`src/design/offset_to_line_column_map_defines.svh`:
```
// Assertion macros used by the offset-to-line/column map top level.
`ifndef OFFSET_TO_LINE_COLUMN_MAP_DEFINES_SVH
`define OFFSET_TO_LINE_COLUMN_MAP_DEFINES_SVH
`ifndef SYNTHESIS
// same-cycle implication
`define OTLC_ASSERT_NOW(label, clk, rst, pre, post) \
   label: assert property (@(posedge clk) disable iff (rst) (pre) |-> (post)) \
      else $error("otlc assertion failed");
// next-cycle implication
`define OTLC_ASSERT_NEXT(label, clk, rst, pre, post) \
   label: assert property (@(posedge clk) disable iff (rst) (pre) |=> (post)) \
      else $error("otlc assertion failed");
`else
`define OTLC_ASSERT_NOW(label, clk, rst, pre, post)
`define OTLC_ASSERT_NEXT(label, clk, rst, pre, post)
`endif
`endif

```
`src/design/otlc_ram.sv`:
```
// Generic single-write, single-read RAM with registered read data.
module otlc_ram #(
   parameter int WIDTH = 8,
   parameter int DEPTH = 16,
   localparam int AW = (DEPTH > 1) ? $clog2(DEPTH) : 1
) (
   input  logic             clock,
   input  logic             wr_en,
   input  logic [AW-1:0]    wr_addr,
   input  logic [WIDTH-1:0] wr_data,
   input  logic [AW-1:0]    rd_addr,
   output logic [WIDTH-1:0] rd_data
);

   logic [WIDTH-1:0] mem_ff [DEPTH];
   logic [WIDTH-1:0] rd_data_ff;

   always_ff @(posedge clock) begin
      if (wr_en) begin
         mem_ff[wr_addr] <= wr_data;
      end
      rd_data_ff <= mem_ff[rd_addr];
   end

   assign rd_data = rd_data_ff;

endmodule

```
`config.mk`:
```
export PLATFORM = sky130hd
export DESIGN_NAME = otlc_ram
export DESIGN_NICKNAME = d
export VERILOG_FILES = /design/src/design/offset_to_line_column_map_defines.svh /design/src/design/otlc_ram.sv
export SDC_FILE = /design/constraint.sdc
export NUM_CORES = 1
export LEC_CHECK = 0
export ABC_CLOCK_PERIOD_IN_PS = 1880
export BUFFER_PORTS_ARGS = -buffer_cell sky130_fd_sc_hd__clkbuf_2
export CORE_ASPECT_RATIO = 0.75
export CORE_UTILIZATION = 35
export DETAILED_ROUTE_END_ITERATION = 8
export SLEW_MARGIN = 20
export SYNTH_ARGS = -nofsm -noshare
export SYNTH_HDL_FRONTEND = slang
export SYNTH_SLANG_ARGS = --single-unit
```
`constraint.sdc`:
```
create_clock -name clock -period 1.88 [get_ports clock]
set_clock_uncertainty 0.1 [all_clocks]
set_input_delay 0.094 -clock clock [delete_from_list [all_inputs] [get_ports clock]]
set_output_delay 0.094 -clock clock [all_outputs]
set_load 0.02 [all_outputs]
```
-- After elaboration in Yosys (flattened, before gate mapping)
Memory sizes are Yosys's and may differ from the RTL's. A register that Yosys moved wholly into a read port is not among the register bits.
Cells that the tools add are included.
- multiplexer cells: 2
- operators with widths (kind ; number):
    $mux W1 ; 2
- output and inout port bits: 8
- flip-flop bits (word level): 0
- memories: 1
- RAM bits: 128
- input bits: 18
- memory list (memory ; words ; bits a word ; rd ports ; clocked after memory_dff ; wr ports ; RTL line ; RTL):
    mem_ff ; 16 ; 8 ; 1 ; 1 ; 1 ; otlc_ram.sv:15 ; logic [WIDTH-1:0] mem_ff [DEPTH];

-- Longest topological paths before layout
Gate-level depths: netlist (run 1).
- depth after elaboration: 2
- depth in mapped cells: 5
- mapped depth without buffers: 3

-- Least setup slack after synthesis (run 1)
Ideal clock, no wire load.
- kind: input to register
- from: input port wr_addr[2]
- to: memory mem_ff[0][0], enable pin
- data required time: 1.397 ns
- library setup time: 0.383 ns
- stages on the path: 2
- setup slack: 0.193 ns
- data arrival time: 1.204 ns
- cells stage by stage: or3b_2 > nor3_1
- RTL lines (element ; RTL line ; RTL):
    from (decl) ; otlc_ram.sv:9 ; input logic [AW-1:0] wr_addr,
    to (decl) ; otlc_ram.sv:15 ;
Straight into the memory's write port.

-- Worst setup path after layout (run 1)
- from: input port wr_addr[0]
- to: memory mem_ff[7][3], enable pin
Straight into the memory's write port.

==> results of run 1 <==
worst max path at each step:
stage | start | endpoint | depth (start not counted)
2_1_floorplan | wr_addr[2] | mem_ff[0][0] | 2
3_3_place_gp | rd_addr[0] | rd_data[1] | 5
3_5_place_dp | rd_addr[0] | rd_data[1] | 5
4_1_cts | wr_addr[0] | mem_ff[7][3] | 5
5_1_grt | wr_addr[0] | mem_ff[7][3] | 5
6_report | wr_addr[0] | mem_ff[7][3] | 5
power groups by stage:
stage	logic [mW]	clock network, mW	registers (mW)
6_report	0.340	3.27	3.41
2_1_floorplan	0.172	0	3.49
3_3_place_gp	0.338	0	3.47
5_1_grt	0.369	3.44	3.42
4_1_cts	0.345	3.32	3.41
3_5_place_dp	0.342	0	3.47
through the flow:
stage,power (mW),instances,hold WS (ps)
after floorplan,3.66,229,92.9
after global placement,3.81,461,414
after detailed placement,3.82,461,409
after CTS,7.08,494,5.03
after global routing,7.23,494,23.1
final,7.02,494,15.4
cell families (layout without fill, tap and decap cells):
| family | Yosys count | after routing | share of synthesized area (%) |
|---|---|---|---|
| buf+inv | 10 | 80 | 1.68 |
| flops | 136 | 136 | 77.8 |
| mux | 32 | 32 | 15.0 |
| simple gates | 35 | 35 | 3.18 |
| compound gates | 16 | 16 | 2.33 |
placed cells by master, fill, tap and decap left out:
cell,Yosys,layout
inv_6,0,2
or3b_2,1,1
nor2b_1,1,1
and2_1,1,1
dfxtp_1,8,8
bufinv_16,0,2
clkinv_2,0,4
nor3_1,4,4
nor2_1,13,13
buf_4,1,20
clkbuf_8,0,3
mux4_2,18,18
edfxtp_1,128,128
clkbuf_16,0,17
clkinvlp_4,0,2
buf_12,0,2
mux4_1,14,14
dlygate4sd3_1,0,1
nand2b_1,2,2
nand2_1,9,9
clkbuf_2,0,25
clkbuf_1,0,1
a22oi_1,16,16
nand3_1,1,1
nand3b_1,2,2
clkinv_4,0,1
and2b_1,1,1
routing by layer:
metal	GRT usage, %	wire, um
met1	21.1	4970
met2	20.7	4250
met3	4.42	609
met4	6.22	155
met5	0	0
registers in the layout, indices dropped and copies added, names as in the netlist:
register	flops
mem_ff	128
rd_data	8
cell type report:
class,count,area share [%]
Clock buffer,21,7.56
Clock inverter,11,1.95
Multi-Input combinational cell,83,17.0
Sequential cell,136,64.3
Tap cell,195,3.92
Timing Repair Buffer,48,5.23
==> impl_metrics.py, run 1 <==
metrics = {
    "run_status": {
        "status": "finished clean",
    },
    "grt": {
        "grt_max_degree": 33,
        "grt_pass1_vias": 2553,
        "grt_overflow": 0,
        "grt_pass1_wl_um": 15300,
        "grtUsageTotal_pct": 14.7,
        "antenna_found_initial": 0,
    },
    "critical_path": {
        "cp_cell_sequence": "dlygate4sd3_1 -> clkbuf_2 -> nand2_1 -> nor2_1 -> buf_4",
        "path_delay_family": "buffers and inverters",
        "rrSetupSlack_ps": 410,
        "reg2reg_to": "rd_data[4]",
        "worst-path-buf-inv": 3,
        "required_ps": 1900,
        "cp-start-kind": "input pin",
        "max_stage_delay_ps": 530,
        "critPathArrivalTime_ps": 1540,
        "rr_worst_depth": 3,
        "critPathSlowestCell": "dlygate4sd3_1",
        "worstPathMaxFanout": 7,
        "critical_path_class": "in -> reg",
        "crit_path_end_kind": "flop",
        "r2r-start": "mem_ff[3][4]",
    },
    "power": {
        "power.density_nw_per_um2": 1130,
        "pwr-share-seq_pct": 48.6,
        "p_switching_mw": 1.43,
        "combPwrFrac_pct": 4.9,
        "cellLeakagePower_nw": 2.12,
        "intPower_mw": 5.59,
        "netSwitchingFraction_pct": 20.4,
        "vdd_drop_max_mv": 0.526,
        "pwr-share-clk_pct": 46.5,
    },
    "route": {
        "wirelength_um": 9980,
        "dr.pass1.iters": 4,
        "via_count": 2422,
        "drc": 0,
        "wl_per_cell_um": 20.2,
        "viasPerCell": 4.90,
        "drt_iter0_markers": 148,
        "ant_nets": 0,
    },
    "logic_synthesis": {
        "synth-async-reset-ratio_pct": 0,
        "syn_nets": 247,
        "synth_edf_count": 128,
        "syn_inst": 229,
        "ys.flop_type": "edfxtp_1",
        "yosysUniqueCellTypes": 19,
        "synth.most_common_cell": "edfxtp_1",
        "seq_area_frac_synth_pct": 77.8,
        "yosysTopAreaCell": "edfxtp_1",
        "synth_area_um2": 5150,
        "yosys.area.top_type_share_pct": 74.7,
        "yosysWarnings": 0,
        "synth_seq_cells": 136,
        "synth_area_leaders": "edfxtp_1 (75%), mux4_2 (7.9%), mux4_1 (7.1%)",
        "synth.cells.most_frequent": "edfxtp_1 (128), mux4_2 (18), a22oi_1 (16), mux4_1 (14), nor2_1 (13)",
        "syn_avg_cell_area_um2": 22.5,
    },
    "timing": {
        "fin_crit_sh_pct": 80.9,
        "tns_ps": 0,
        "finalWorstSetupSlack_ps": 359,
        "hold_viol": 0,
        "setup_viol": 0,
        "relSlewSlack_pct": 72.0,
        "worst_pin_slew_ps": 420,
        "period_needed_ps": 1520,
        "rsz0062_at_grt": "false",
        "fmax_mhz": 658,
        "maxSlewViolCount": 0,
    },
    "clock_tree": {
        "cts_setup_buffers": 0,
        "numCtsBuffers": 17,
        "clockRootBuffer": "clkbuf_16",
        "cts_max_level": 4,
        "clock-sinks": 136,
        "post_cts_resized": 0,
        "cts-root-to-sink-buffers": 2,
        "clk_pin_slew_ps": 60,
        "postCtsHoldBufs": 1,
        "cts_tree": "yes",
        "insertion_delay_ps": 420,
    },
    "hold_path": {
        "worstHoldEndpoint": "mem_ff[6][6]",
        "hold_path_depth": 1,
        "min_path_type": "in -> reg",
        "min-delay-start": "wr_data[6]",
    },
    "final_layout": {
        "nFillCells": 1186,
        "utilization_pct": 44.4,
        "final_area_um2": 6220,
        "area_delta_synth_final_pct": 20.9,
        "diodes": 0,
        "multi_input_area_um2": 1060,
        "layout-drive-gt1-share_pct": 32.4,
        "seqCellArea_um2": 4000,
        "final_nets": 304,
    },
    "placed_design": {
        "pre_cts_slack_ps": 226,
        "io_buffers": 25,
        "place_hpwl_um": 6350,
        "routabilityCongestion": 0.734,
        "placed_area_um2": 5620,
    },
    "die": {
        "initial_core_util_pct": 36.7,
        "design.portCount": 26,
        "core-area_um2": 14000,
        "dieWidth_um": 142,
        "fp.dieH_um": 107,
        "rows": 37,
        "die_area_um2": 15200,
    },
    "run": {
        "drv_cap": 0,
    },
}
Note: power is estimated with default switching activity, not from simulation.
==> run 2, diff against run 1 <==
ABC_AREA = 1   (was default)
ABC_CLOCK_PERIOD_IN_PS = 1600   (was 1880)
clock period = 1.6 ns   (was 1.88 ns; I/O delays follow)
==> impl_metrics.py, run 2 <==
metrics = {
    "route": {
        "via_count": 3807,
        "dr.pass1.iters": 5,
        "viasPerCell": 4.65,
        "drc": 0,
        "ant_nets": 0,
        "wirelength_um": 13500,
        "wl_per_cell_um": 16.5,
        "drt_iter0_markers": 324,
    },
    "grt": {
        "antenna_found_initial": 0,
        "grt_pass1_wl_um": 21100,
        "grt_overflow": 0,
        "grt_pass1_vias": 3593,
        "grt_max_degree": 65,
        "grtUsageTotal_pct": 17.3,
    },
    "timing": {
        "fmax_mhz": 845,
        "maxSlewViolCount": 0,
        "fin_crit_sh_pct": 74.0,
        "worst_pin_slew_ps": 542,
        "setup_viol": 0,
        "relSlewSlack_pct": 63.9,
        "tns_ps": 0,
        "rsz0062_at_grt": "false",
        "hold_viol": 0,
        "period_needed_ps": 1180,
    },
    "final_layout": {
        "diodes": 0,
        "layout_commonest_cell": "nand2_1",
        "area_delta_synth_final_pct": 18.1,
        "stdcell_count": 818,
        "final_area_um2": 6810,
        "largest_reg_flops": 128,
        "layout_common_cells": "nand2_1 (173), edfxtp_1 (128), inv_1 (100)",
        "largest-register": "mem_ff",
        "layout-drive-gt1-share_pct": 13.3,
        "final_nets": 613,
    },
    "clock_tree": {
        "cts-root-to-sink-buffers": 2,
        "clock-sinks": 136,
        "insertion_delay_ps": 420,
        "clk_pin_slew_ps": 60,
        "cts_setup_buffers": 0,
        "clockRootBuffer": "clkbuf_16",
        "cts_tree": "yes",
        "numCtsBuffers": 17,
        "cts_max_level": 4,
    },
    "logic_synthesis": {
        "seq_area_frac_synth_pct": 69.4,
        "syn_inst": 551,
        "synth_area_um2": 5770,
        "synth_seq_cells": 136,
        "yosysTopAreaCell": "edfxtp_1",
        "synth.most_common_cell": "nand2_1",
        "yosysUniqueCellTypes": 12,
        "syn_nets": 569,
        "synth_area_leaders": "edfxtp_1 (67%), nand2_1 (11%), nand3_1 (8.4%)",
        "yosysWarnings": 0,
        "ys.flop_type": "edfxtp_1",
        "yosys.area.top_type_share_pct": 66.7,
        "synth_edf_count": 128,
        "synth-async-reset-ratio_pct": 0,
        "syn_avg_cell_area_um2": 10.5,
        "synth.cells.most_frequent": "nand2_1 (173), edfxtp_1 (128), inv_1 (100), nand3_1 (97), nor2_1 (17)",
    },
    "critical_path": {
        "cp-start-kind": "flop",
        "critical_path_class": "reg -> out",
        "critPathSlowestCell": "dfxtp_1",
        "max_stage_delay_ps": 390,
        "path_delay_family": "flip-flops",
        "cp_cell_sequence": "clkbuf_2",
        "worst-path-buf-inv": 1,
        "worstPathMaxFanout": 1,
        "crit_path_end_kind": "output pin",
        "critPathArrivalTime_ps": 1000,
        "required_ps": 1420,
    },
    "placed_design": {
        "io_buffers": 25,
        "routabilityCongestion": 0.823,
        "place_hpwl_um": 8480,
        "placed_area_um2": 6200,
        "placed_cells": 785,
    },
    "hold_path": {
        "min_path_type": "in -> reg",
    },
    "die": {
        "die_area_um2": 17000,
        "design.portCount": 26,
        "initial_core_util_pct": 35.9,
        "fp.dieH_um": 113,
        "dieWidth_um": 150,
        "core-area_um2": 16100,
        "rows": 40,
    },
    "run_status": {
        "status": "finished clean",
    },
    "power": {
        "combPwrFrac_pct": 6.2,
        "pwr-share-seq_pct": 47.2,
        "power.density_nw_per_um2": 1250,
        "p_switching_mw": 1.91,
        "vdd_drop_max_mv": 0.817,
        "pwr-share-clk_pct": 46.6,
        "netSwitchingFraction_pct": 22.5,
        "intPower_mw": 6.59,
        "cellLeakagePower_nw": 2.94,
    },
    "run": {
        "drv_cap": 0,
    },
}
==> run 2: final cells by class <==
cell class,count,area [um2]
clock buffers,18,429
fillers,1532,9250
clock inverters,14,174
well taps,210,263
inverters,102,383
repair buffers,49,345
flip-flops and latches,136,4000
multi-input cells,289,1210
==> run 2: timing repair <==
action,CTS,global route
hold buffers,1,0
endpoints found under the hold margin,5,0
gates resized for setup,0,0
==> run 2: path summary, 6_finish.rpt <==
kind	cells after the start	slack, ps	endpoint	startpoint
hold reg to reg	6	590	rd_data[0]	mem_ff[8][0]
setup reg to reg	6	440	rd_data[1]	mem_ff[11][1]
setup / recovery	1	420	rd_data[3]	rd_data[3]
hold / removal	1	70	mem_ff[10][6]	wr_data[6]
==> run 2: logic make-up (layout without fill, tap and decap cells) <==
| family | Yosys count | count (layout) | share of synthesized area (%) |
|---|---|---|---|
| buffers and inverters | 126 | 183 | 9.52 |
| flip-flops | 136 | 136 | 69.4 |
| AND/OR/NAND/NOR | 289 | 289 | 21.0 |
==> run 2: routing by layer <==
metal	wire, um	track usage, %	vias to the layer above
li1	-	-	1859
met1	6550	25.8	1810
met2	5920	24.7	128
met3	908	4.44	10
met4	116	4.65	0
met5	0	0	-
==> run 2: power by group through the flow <==
stage | Clock (mW) | Sequential (mW) | Combinational [mW]
global placement | 0 | 4.08 | 0.516
finish | 3.96 | 4.01 | 0.528
CTS | 4.03 | 4.01 | 0.532
detailed placement | 0 | 4.09 | 0.528
floorplan | 0 | 4.11 | 0.281
global route | 4.17 | 4.02 | 0.586
==> run 2: metrics by stage <==
stage	hold WS (ps)	utilization (%)	setup WS [ps]	power, mW
3_5_place_dp	361	38.6	301	4.61
3_3_place_gp	369	38.6	313	4.60
6_report	70.9	42.4	416	8.50
5_1_grt	79.0	42.4	369	8.77
2_1_floorplan	78.9	-	469	4.39
4_1_cts	67.9	42.4	415	8.57
