`src/design/offset_to_line_column_map_defines.svh`:
```
// Assertion macros used by the offset-to-line/column map top level.
`ifndef OFFSET_TO_LINE_COLUMN_MAP_DEFINES_SVH
`define OFFSET_TO_LINE_COLUMN_MAP_DEFINES_SVH
`ifndef SYNTHESIS
// same-cycle implication
`define OTLC_ASSERT_NOW(label, clk, rst, pre, post) \
   label: assert property (@(posedge clk) disable iff (rst) (pre) |-> (post)) \
      else $error("otlc assertion failed");
// next-cycle implication
`define OTLC_ASSERT_NEXT(label, clk, rst, pre, post) \
   label: assert property (@(posedge clk) disable iff (rst) (pre) |=> (post)) \
      else $error("otlc assertion failed");
`else
`define OTLC_ASSERT_NOW(label, clk, rst, pre, post)
`define OTLC_ASSERT_NEXT(label, clk, rst, pre, post)
`endif
`endif

```
`src/design/otlc_pkg.sv`:
```
// Shared constants and types of the offset-to-line/column map.
package otlc_pkg;

   localparam int OPCODE_W    = 2;
   localparam int BYTE_W      = 8;
   localparam int OFFSET_BITS = 20;
   localparam int QFILE_W     = 4;
   localparam int STATUS_W    = 2;
   localparam int FILE_IDX_W  = 4;
   localparam int LINE_W      = 13;
   localparam int COL_W       = 21;

   localparam int DEF_MAX_FILES = 16;
   localparam int DEF_MAX_LINES = 4096;

   // file sizes and line starts can reach 2^OFFSET_BITS
   localparam int SZ_W  = OFFSET_BITS + 1;
   localparam int CMP_W = OFFSET_BITS + 2;

   localparam logic [OPCODE_W-1:0] OP_START  = 2'd0;
   localparam logic [OPCODE_W-1:0] OP_BYTE   = 2'd1;
   localparam logic [OPCODE_W-1:0] OP_LOOKUP = 2'd2;
   localparam logic [OPCODE_W-1:0] OP_BASE   = 2'd3;

   localparam logic [STATUS_W-1:0] STATUS_OK        = 2'd0;
   localparam logic [STATUS_W-1:0] STATUS_NOT_FOUND = 2'd1;
   localparam logic [STATUS_W-1:0] STATUS_FULL      = 2'd2;

   localparam logic [BYTE_W-1:0] NEWLINE_BYTE = 8'h0A;

   typedef struct packed {
      logic             ge;      // x >= lo
      logic             lt_end;  // x < lo + len
      logic [CMP_W-1:0] diff;    // x - lo
   } cmp_result_type;

endpackage

```
`src/design/otlc_cmp_unit.sv`:
```
// Shared range compare and subtract unit used by the scan and the line search.
module otlc_cmp_unit import otlc_pkg::*; (
   input  logic [CMP_W-1:0] x,
   input  logic [CMP_W-1:0] lo,
   input  logic [CMP_W-1:0] len,
   output cmp_result_type   result
);

   logic [CMP_W-1:0] hi;

   always_comb begin
      hi            = lo + len;
      result.ge     = (x >= lo);
      result.lt_end = (x < hi);
      result.diff   = x - lo;
   end

endmodule

```
`config.mk`:
```
export PLATFORM = sky130hd
export DESIGN_NAME = otlc_cmp_unit
export DESIGN_NICKNAME = d
export VERILOG_FILES = /design/src/design/offset_to_line_column_map_defines.svh /design/src/design/otlc_pkg.sv /design/src/design/otlc_cmp_unit.sv
export SDC_FILE = /design/constraint.sdc
export NUM_CORES = 1
export LEC_CHECK = 0
export BUFFER_PORTS_ARGS = -buffer_cell sky130_fd_sc_hd__buf_4
export CAP_MARGIN = 25
export CELL_PAD_IN_SITES_DETAIL_PLACEMENT = 2
export CELL_PAD_IN_SITES_GLOBAL_PLACEMENT = 2
export CORE_MARGIN = 4
export CORE_UTILIZATION = 26
export DETAILED_ROUTE_END_ITERATION = 8
export PLACE_DENSITY_LB_ADDON = 0.1
export SKIP_LAST_GASP = 1
export SLEW_MARGIN = 10
export SYNTH_ARGS = -nofsm -noshare
export SYNTH_HDL_FRONTEND = slang
export SYNTH_SLANG_ARGS = --single-unit
```
`constraint.sdc`:
```
create_clock -name vclk -period 2.72
set_input_delay 0.136 -clock vclk [all_inputs]
set_output_delay 0.136 -clock vclk [all_outputs]
set_load 0.01 [all_outputs]
```
* Word-level counts from Yosys, hierarchy flattened
Cells that the tools add are included.
** Storage, ports and cells
- Memory bits (writable) :: 0
- ROM bits :: 0
- Bits of input ports :: 66
- Register bits :: 0
- Output and inout bits :: 24
- Latch bits :: 0
- Memories :: 0
- Word-level logic and storage cells :: 4
** Cells by class
- $lt $le $gt $ge :: 2
- Add/sub/neg operators :: 2
- Reductions and logical operators :: 0
- Equal/unequal tests :: 0
- Divide/modulo/power cells :: 0
- Shift-type cells :: 0
- Multipliers :: 0
- Multiplexer cells :: 0
- Bitwise logic cells :: 0
** Operators by type and width (count)
- $add 22x22->22 :: 1
- $ge 22x22->1 :: 1
- $lt 22x22->1 :: 1
- $sub 22x22->22 :: 1

* Longest topological paths before layout
Gate-level depths: netlist (run 1).
- Depth after elaboration :: 2
- Mapped depth :: 15
- Mapped depth without buffers :: 15

* Worst setup path before layout (run 1)
Ideal clock, no wire load.
- Kind :: input-to-output
- Start point :: input port lo[0]
- End point :: output port result[22] (netlist bit)
- Path slack :: -0.233 ns
- Cell stages on the path :: 14
- Path buffers :: 0
- Data arrival time :: 2.817 ns
- Path through :: ha_1 fa_1 a21o_1 a21oi_1 o21bai_1 a21o_1 a21oi_1 xor2_1 ha_1 a21o_1 a21o_1 a221oi_1 o221ai_1 a21oi_1
** RTL lines
- start: declaration :: line otlc_cmp_unit.sv:4 : input logic [CMP_W-1:0] lo,
- end: declaration :: line otlc_cmp_unit.sv:6 : output cmp_result_type result

==> flow_summary.ini, run 1 <==
[sta]
finalCritPeriodShare_pct = 116
layout_setup_ws_ns = -0.434
fin_crit_ns = 3.15
finalSetupTns_ns = -0.434
max_freq_mhz = 317
max_slew_margin_pct = 63.9
setup_violations = 1
rsz0062_at_grt = true
slew_violations = 0
tightestPinTransition_ns = 0.536
hold_viol_final = 0

[synth]
syn_area_mm2 = 0.00276
synth_area_leaders = ha_1 (29%), a21o_1 (9.8%), a21oi_1 (8.0%)
ys_types = 43
syn_avg_cell_area_um2 = 7.08
yosys_warnings = 0
synth_top_cell_by_area = ha_1
yosys.area.top_type_share_pct = 29.0
ys_seq_area_share_pct = 0
synth_nets = 522
synth_cells = 390

[global_routing]
grt_pass1_vias = 4088
grt-ovfl-total = 0
grt_max_degree = 10
track_usage_pct = 19.5
grt_pass1_wl_mm = 20.6
grt_antenna_before_repair = 0

[critical_path]
path_class = input pin to output pin
crit_slowest_cell = fa_2
cp-start-kind = input pin
startpoint = lo[1]
crit_family = compound AO/OA/AOI/OAI gates
crit_required_ns = 2.58
path_cells = buf_6 > buf_6 > fa_2 > a21o_1 > a21oi_4 > o21bai_4 > a21o_1 > a21oi_2 > xor2_1 > ha_2 > a21o_1 > a21o_1 > a221oi_2 > o221ai_2 > a21oi_2 > buf_4
critPathMostFrequentCell = a21o_1
path_buf_inv = 3
worstPathMaxFanout = 3
crit_arrival_ns = 3.02
endpoint_kind = output pin
critPathMaxStageDelay_ns = 0.39

[finish]
seq_cell_count = 0
nClkBuffers = 0
final_cell_area_mm2 = 0.00451
fin_util_pct = 43.7
seq_area_um2 = 0
final_nets = 700
drive_above_1_share_pct = 38.9
antennaDiodeCount = 0
area_growth_pct = 63.3

[route]
wire_per_inst_um = 17.8
routed_wl_mm = 12.5
drc = 0
drtIter0Drc = 75
vias_per_cell = 5.18
via_count = 3636
ant_nets = 0
dr.pass1.iters = 4

[power]
totalPowerFinal_mw = 1.30
power_density_mw_per_mm2 = 287
p_leak_nw = 2.36
peakVddDrop_mv = 0.102

[flow_run]
maxCapViolations = 0

[placed_design]
dp_hpwl_mm = 10.8
port_buffers = 90
placed_area_mm2 = 0.00428
routabilityCongestion = 0.866

[min_path]
holdPathEnd = result[23]
hp-start = x[21]
hold_path_depth = 4
hp-class = input pin to output pin

[clocking]
cts_hold_buf = 0

[floorplan]
core-area_mm2 = 0.0103
fp-row-count = 37
die-area_mm2 = 0.0123
start_util_pct = 26.7
die_w_um = 111
die_h_um = 111
pin_count = 90

[run_status]
violations = setup timing
status = finished with violations
worst max path at each step:
stage,end,depth (start not counted),slack [ns]
after floorplan,result[22],14,0.002
final,result[22],16,-0.43
after CTS,result[22],16,-0.45
after detailed placement,result[22],16,-0.62
after global placement,result[22],15,-0.54
after global routing,result[22],16,-0.52
repair_timing:
item	4_1_cts	5_1_grt
endpoints found under the setup margin	3	9
setup buffers	6	4
pin swaps	21	22
resized for setup	22	18
kinds of logic (layout without fill, tap and decap cells):
family                   count (synthesis)  after routing  share of synthesized area (%)
AO/OA/AOI/OAI                          143            143                           34.8
XOR/XNOR                                30             30                           9.52
adder cells (fa/ha/maj)                 66             66                           30.4
buffers and inverters                   42            218                           5.71
AND/OR/NAND/NOR                        109            109                           19.6
per-stage QoR:
step	instances	hold slack (ns)	worst slack, ns
after detailed placement	693	0.727	-0.623
after floorplan	390	0.444	0.00219
after global routing	702	0.762	-0.525
after CTS	698	0.723	-0.449
after global placement	693	0.717	-0.538
final	702	0.711	-0.434
metal layers:
metal	part of all wire (%)	wire (um)	vias to the layer above	global-route usage, %
li1	-	-	1807	-
met1	44	5440	1759	24.8
met2	53	6580	66	37.3
met3	3.0	372	4	1.69
met4	0.63	78	0	1.05
met5	0	0	-	0
layout by cell type, fill, tap and decap left out, types with 5 or more instances in the layout:
cell,n
a21oi_1,37
xor2_1,13
o21a_1,7
buf_4,180
inv_1,31
nand3_1,11
a21o_1,36
xnor2_1,17
o21ai_0,13
nor2_1,25
buf_6,5
nand2_1,22
nor4_1,6
nor3_1,10
ha_1,58
a21oi_2,6
nor2b_1,8
nand4_1,11
ha_4,5
Yosys cell counts, types with 5 or more instances:
cell type,instances
nor4_1,6
o21a_1,7
nand3_1,11
a31oi_1,5
o21ai_0,19
ha_1,64
nor3_1,10
xor2_1,13
nor2b_1,9
clkbuf_1,9
nor2_1,26
xnor2_1,17
nand2_1,23
a21oi_1,44
a21o_1,36
nand4_1,11
inv_1,32
cell type report:
type	instances	area (um^2)
tap	136	170
multi-input combinational	348	2800
timing repair buffer	186	1420
fill	1215	5820
inverter	32	120
report_power, final:
group          switching [mW]  internal, mW  leakage, nW
Clock                       0             0            0
Sequential                  0             0            0
Combinational           0.635         0.660         2.36
Total                   0.635         0.660         2.36
Note: power is estimated with default switching activity, not from simulation.
==> inputs of run 2 (changes only) <==
RECOVER_POWER = 100   (was default)
==> flow_summary.ini, run 2 (synthesis results as in run 1) <==
[run_status]
status = finished with violations
violations = setup timing

[placed_design]
place_worst_setup_slack_ns = -0.623
routabilityCongestion = 0.866
dp_hpwl_mm = 10.8
placed_area_mm2 = 0.00428
port_buffers = 90

[min_path]
hold_path_depth = 4
hp-class = input pin to output pin
holdPathEnd = result[23]
hp-start = x[21]

[route]
dr.pass1.iters = 4
vias_per_cell = 5.19
drc = 0
routed_wl_mm = 12.5
wire_per_inst_um = 17.8
drtIter0Drc = 70
ant_nets = 0
via_count = 3642

[finish]
nClkBuffers = 0
final_common_cell = buf_4
seq_cell_count = 0
final_cell_area_mm2 = 0.00444
drive_above_1_share_pct = 36.0
final_nets = 700
seq_area_um2 = 0
antennaDiodeCount = 0
mostFrequentLayoutCells = buf_4 (167), ha_1 (59), a21oi_1 (37)
area_growth_pct = 60.7
fill_cells = 1229

[critical_path]
cp-start-kind = input pin
crit_arrival_ns = 3.01
worstPathMaxFanout = 3
path_class = input pin to output pin
startpoint = lo[1]
endpoint_kind = output pin
crit_required_ns = 2.58

[sta]
hold_viol_final = 0
rsz0062_at_grt = true
slew_violations = 0
tightestPinTransition_ns = 0.536
setup_violations = 2
layout_setup_ws_ns = -0.430
max_slew_margin_pct = 63.9
finalSetupTns_ns = -0.481
max_freq_mhz = 317
fin_crit_ns = 3.15
finalCritPeriodShare_pct = 116

[floorplan]
core-area_mm2 = 0.0103
die-area_mm2 = 0.0123
pin_count = 90
start_util_pct = 26.7
die_w_um = 111
die_h_um = 111
fp-row-count = 37

[global_routing]
use_met2_pct = 37.3
grt_pass1_wl_mm = 20.6
top_usage_layer = met2
grt_max_degree = 10
grt.met1_usage_pct = 24.8
grt_antenna_before_repair = 0
grt_pass1_vias = 4088
track_usage_pct = 19.5
grtUsageMet3_pct = 1.69
grt-ovfl-total = 0

[power]
peakVddDrop_mv = 0.102
p_leak_nw = 2.32
power_density_mw_per_mm2 = 284

[flow_run]
maxCapViolations = 0

[clocking]
cts_hold_buf = 0
-- run 2: cell count changes in the layout (fill, tap and decap cells not counted), sizes merged --
cell,change
clkbuf,+13
buf,-13
-- run 2: worst max path at each step --
stage | to | slack (ns) | cells after the start
final | result[22] | -0.43 | 16
after detailed placement | result[22] | -0.62 | 16
after global placement | result[22] | -0.54 | 15
after global routing | result[22] | -0.52 | 16
after floorplan | result[22] | 0.002 | 14
after CTS | result[22] | -0.45 | 16
-- run 2: stage by stage --
step                      hold WS (ns)  instances  utilization (%)  power, mW
final                            0.711        702             43.0       1.26
after floorplan                  0.444        390                -      0.653
after CTS                        0.723        698             42.7       1.27
after global routing             0.762        702             43.0       1.41
after global placement           0.717        693             41.5       1.18
after detailed placement         0.727        693             41.5       1.23
-- run 2: power by group --
| group | total (mW) | switching (mW) | internal, mW |
|---|---|---|---|
| Sequential | 0 | 0 | 0 |
| Combinational | 1.26 | 0.633 | 0.626 |
| Clock | 0 | 0 | 0 |
| Total | 1.26 | 0.633 | 0.626 |
-- run 2: layout make-up --
type	instances	area, um^2	area share [%]
inverters	32	120	2.71
multi-input cells	348	2770	62.5
repair buffers	186	1380	31.0
well taps	136	170	3.83
-- run 2: repair_timing --
action | CTS | global route
buffers inserted | 6 | 4
setup endpoints to repair | 3 | 9
pin swaps | 21 | 22
gates resized for setup | 22 | 18
gates cloned | 0 | 0
-- run 2: critical path, cell delays in order --
cell	delay, ns
buf_6	0.10
buf_6	0.11
fa_2	0.39
a21o_1	0.22
a21oi_4	0.19
o21bai_4	0.10
a21o_1	0.21
a21oi_2	0.19
xor2_1	0.11
ha_2	0.19
a21o_1	0.18
a21o_1	0.17
a221oi_2	0.27
o221ai_2	0.17
a21oi_2	0.15
buf_4	0.13
-- run 2: routing by layer --
metal	vias up	wire (um)
li1	1807	-
met1	1760	5410
met2	71	6570
met3	4	409
met4	0	78
met5	-	0
==> inputs of run 3 (changes only) <==
BUFFER_PORTS_ARGS = default   (was -buffer_cell sky130_fd_sc_hd__buf_4)
CORE_UTILIZATION = 33   (was 26)
DONT_BUFFER_PORTS = 1   (was default)
==> flow_summary.ini, run 3 (synthesis results as in run 1) <==
[critical_path]
cp-start-kind = input pin
path_class = input pin to output pin
endpoint_kind = output pin
worstPathMaxFanout = 3
crit_arrival_ns = 2.78
crit_required_ns = 2.58

[floorplan]
die_h_um = 99.5
die-area_mm2 = 0.00990
start_util_pct = 33.8
fp-row-count = 33
pin_count = 90
die_w_um = 99.5
core-area_mm2 = 0.00818

[min_path]
hp-class = input pin to output pin

[finish]
area_growth_pct = 23.7
final_nets = 573
final_common_cell = ha_1
drive_above_1_share_pct = 18.5
seq_cell_count = 0
stdcell_count = 544
nClkBuffers = 0
mostFrequentLayoutCells = ha_1 (59), buf_4 (55), a21oi_1 (38)
antennaDiodeCount = 0
seq_area_um2 = 0

[global_routing]
grt_pass1_wl_mm = 17.3
track_usage_pct = 21.1
grt_antenna_before_repair = 0
grt_max_degree = 10
grt-ovfl-total = 0
grt_pass1_vias = 3518

[route]
ant_nets = 0
drtIter0Drc = 66
dr.pass1.iters = 4
vias_per_cell = 5.78
via_count = 3147
drc = 0
wire_per_inst_um = 19.8
routed_wl_mm = 10.8

[sta]
tightestPinTransition_ns = 0.583
fin_crit_ns = 2.92
rsz0062_at_grt = true
finalSetupTns_ns = -0.434
layout_setup_ws_ns = -0.197
hold_viol_final = 0
setup_violations = 4
hold_ws_ns = 0.478
max_freq_mhz = 343
finalCritPeriodShare_pct = 107
slew_violations = 0
max_slew_margin_pct = 60.7

[flow_run]
maxCapViolations = 0

[run_status]
status = finished with violations
violations = setup timing

[power]
p_leak_nw = 1.74
power_density_mw_per_mm2 = 291
totalPowerFinal_uw = 994
peakVddDrop_mv = 0.0975

[clocking]
cts_hold_buf = 0

[placed_design]
dp_hpwl_mm = 9.46
port_buffers = 0
place_inst = 538
routabilityCongestion = 0.811
==> run 3: cell types whose count changed in the layout (fill, tap and decap cells not counted), moves of 2 or more <==
| cell | delta |
|---|---|
| o21ai_0 | +3 |
| o21ai_1 | -2 |
| buf_4 | -112 |
| clkbuf_1 | -9 |
| buf_6 | -5 |
==> run 3: power breakdown <==
| part | switching (mW) | internal, mW |
|---|---|---|
| clock network | 0 | 0 |
| registers | 0 | 0 |
| logic | 0.549 | 0.445 |
==> run 3: what timing repair did <==
item                                    4_1_cts  5_1_grt
gates resized for setup                       9       11
setup buffers                                 3        3
pin swaps                                    12       23
endpoints found under the setup margin        1        2
==> run 3: worst paths after layout <==
path / cells past startpoint / end / startpoint
worst max-delay path: 14 / result[22] / len[0]
worst min-delay path: 2 / result[0] / lo[0]
==> run 3: layer usage <==
layer  vias to the layer above  wire length, um  global-route usage, %
met5                         -                0                      0
met4                         0              132                   1.79
met3                         8              491                   3.02
met2                        61             5630                   41.9
met1                      1527             4530                   24.4
li1                       1551                -                      -
==> run 3: final cells by class <==
| class | instances | area (um^2) |
|---|---|---|
| inverters | 32 | 120 |
| multi-input cells | 348 | 2730 |
| well taps | 105 | 131 |
| repair buffers | 59 | 432 |
| fillers | 991 | 4760 |
==> run 3: metrics by stage <==
step	cell area, um^2	utilization [%]	setup WS [ns]
2_1_floorplan	2820	-	0.00219
3_3_place_gp	3310	40.5	-0.305
3_5_place_dp	3310	40.5	-0.451
4_1_cts	3380	41.4	-0.259
5_1_grt	3410	41.8	-0.322
6_report	3410	41.8	-0.197
==> run 3: worst max-delay path, stage by stage <==
cell and delay, ns:
ha_4 0.14, fa_2 0.35, a21o_1 0.19, a21oi_4 0.18, o21bai_4 0.09, a21o_1 0.19
a21oi_2 0.16, xor2_1 0.21, ha_2 0.30, nand4_1 0.11, nor2_2 0.06, a221oi_2 0.26
o221ai_2 0.17, a21oi_2 0.23
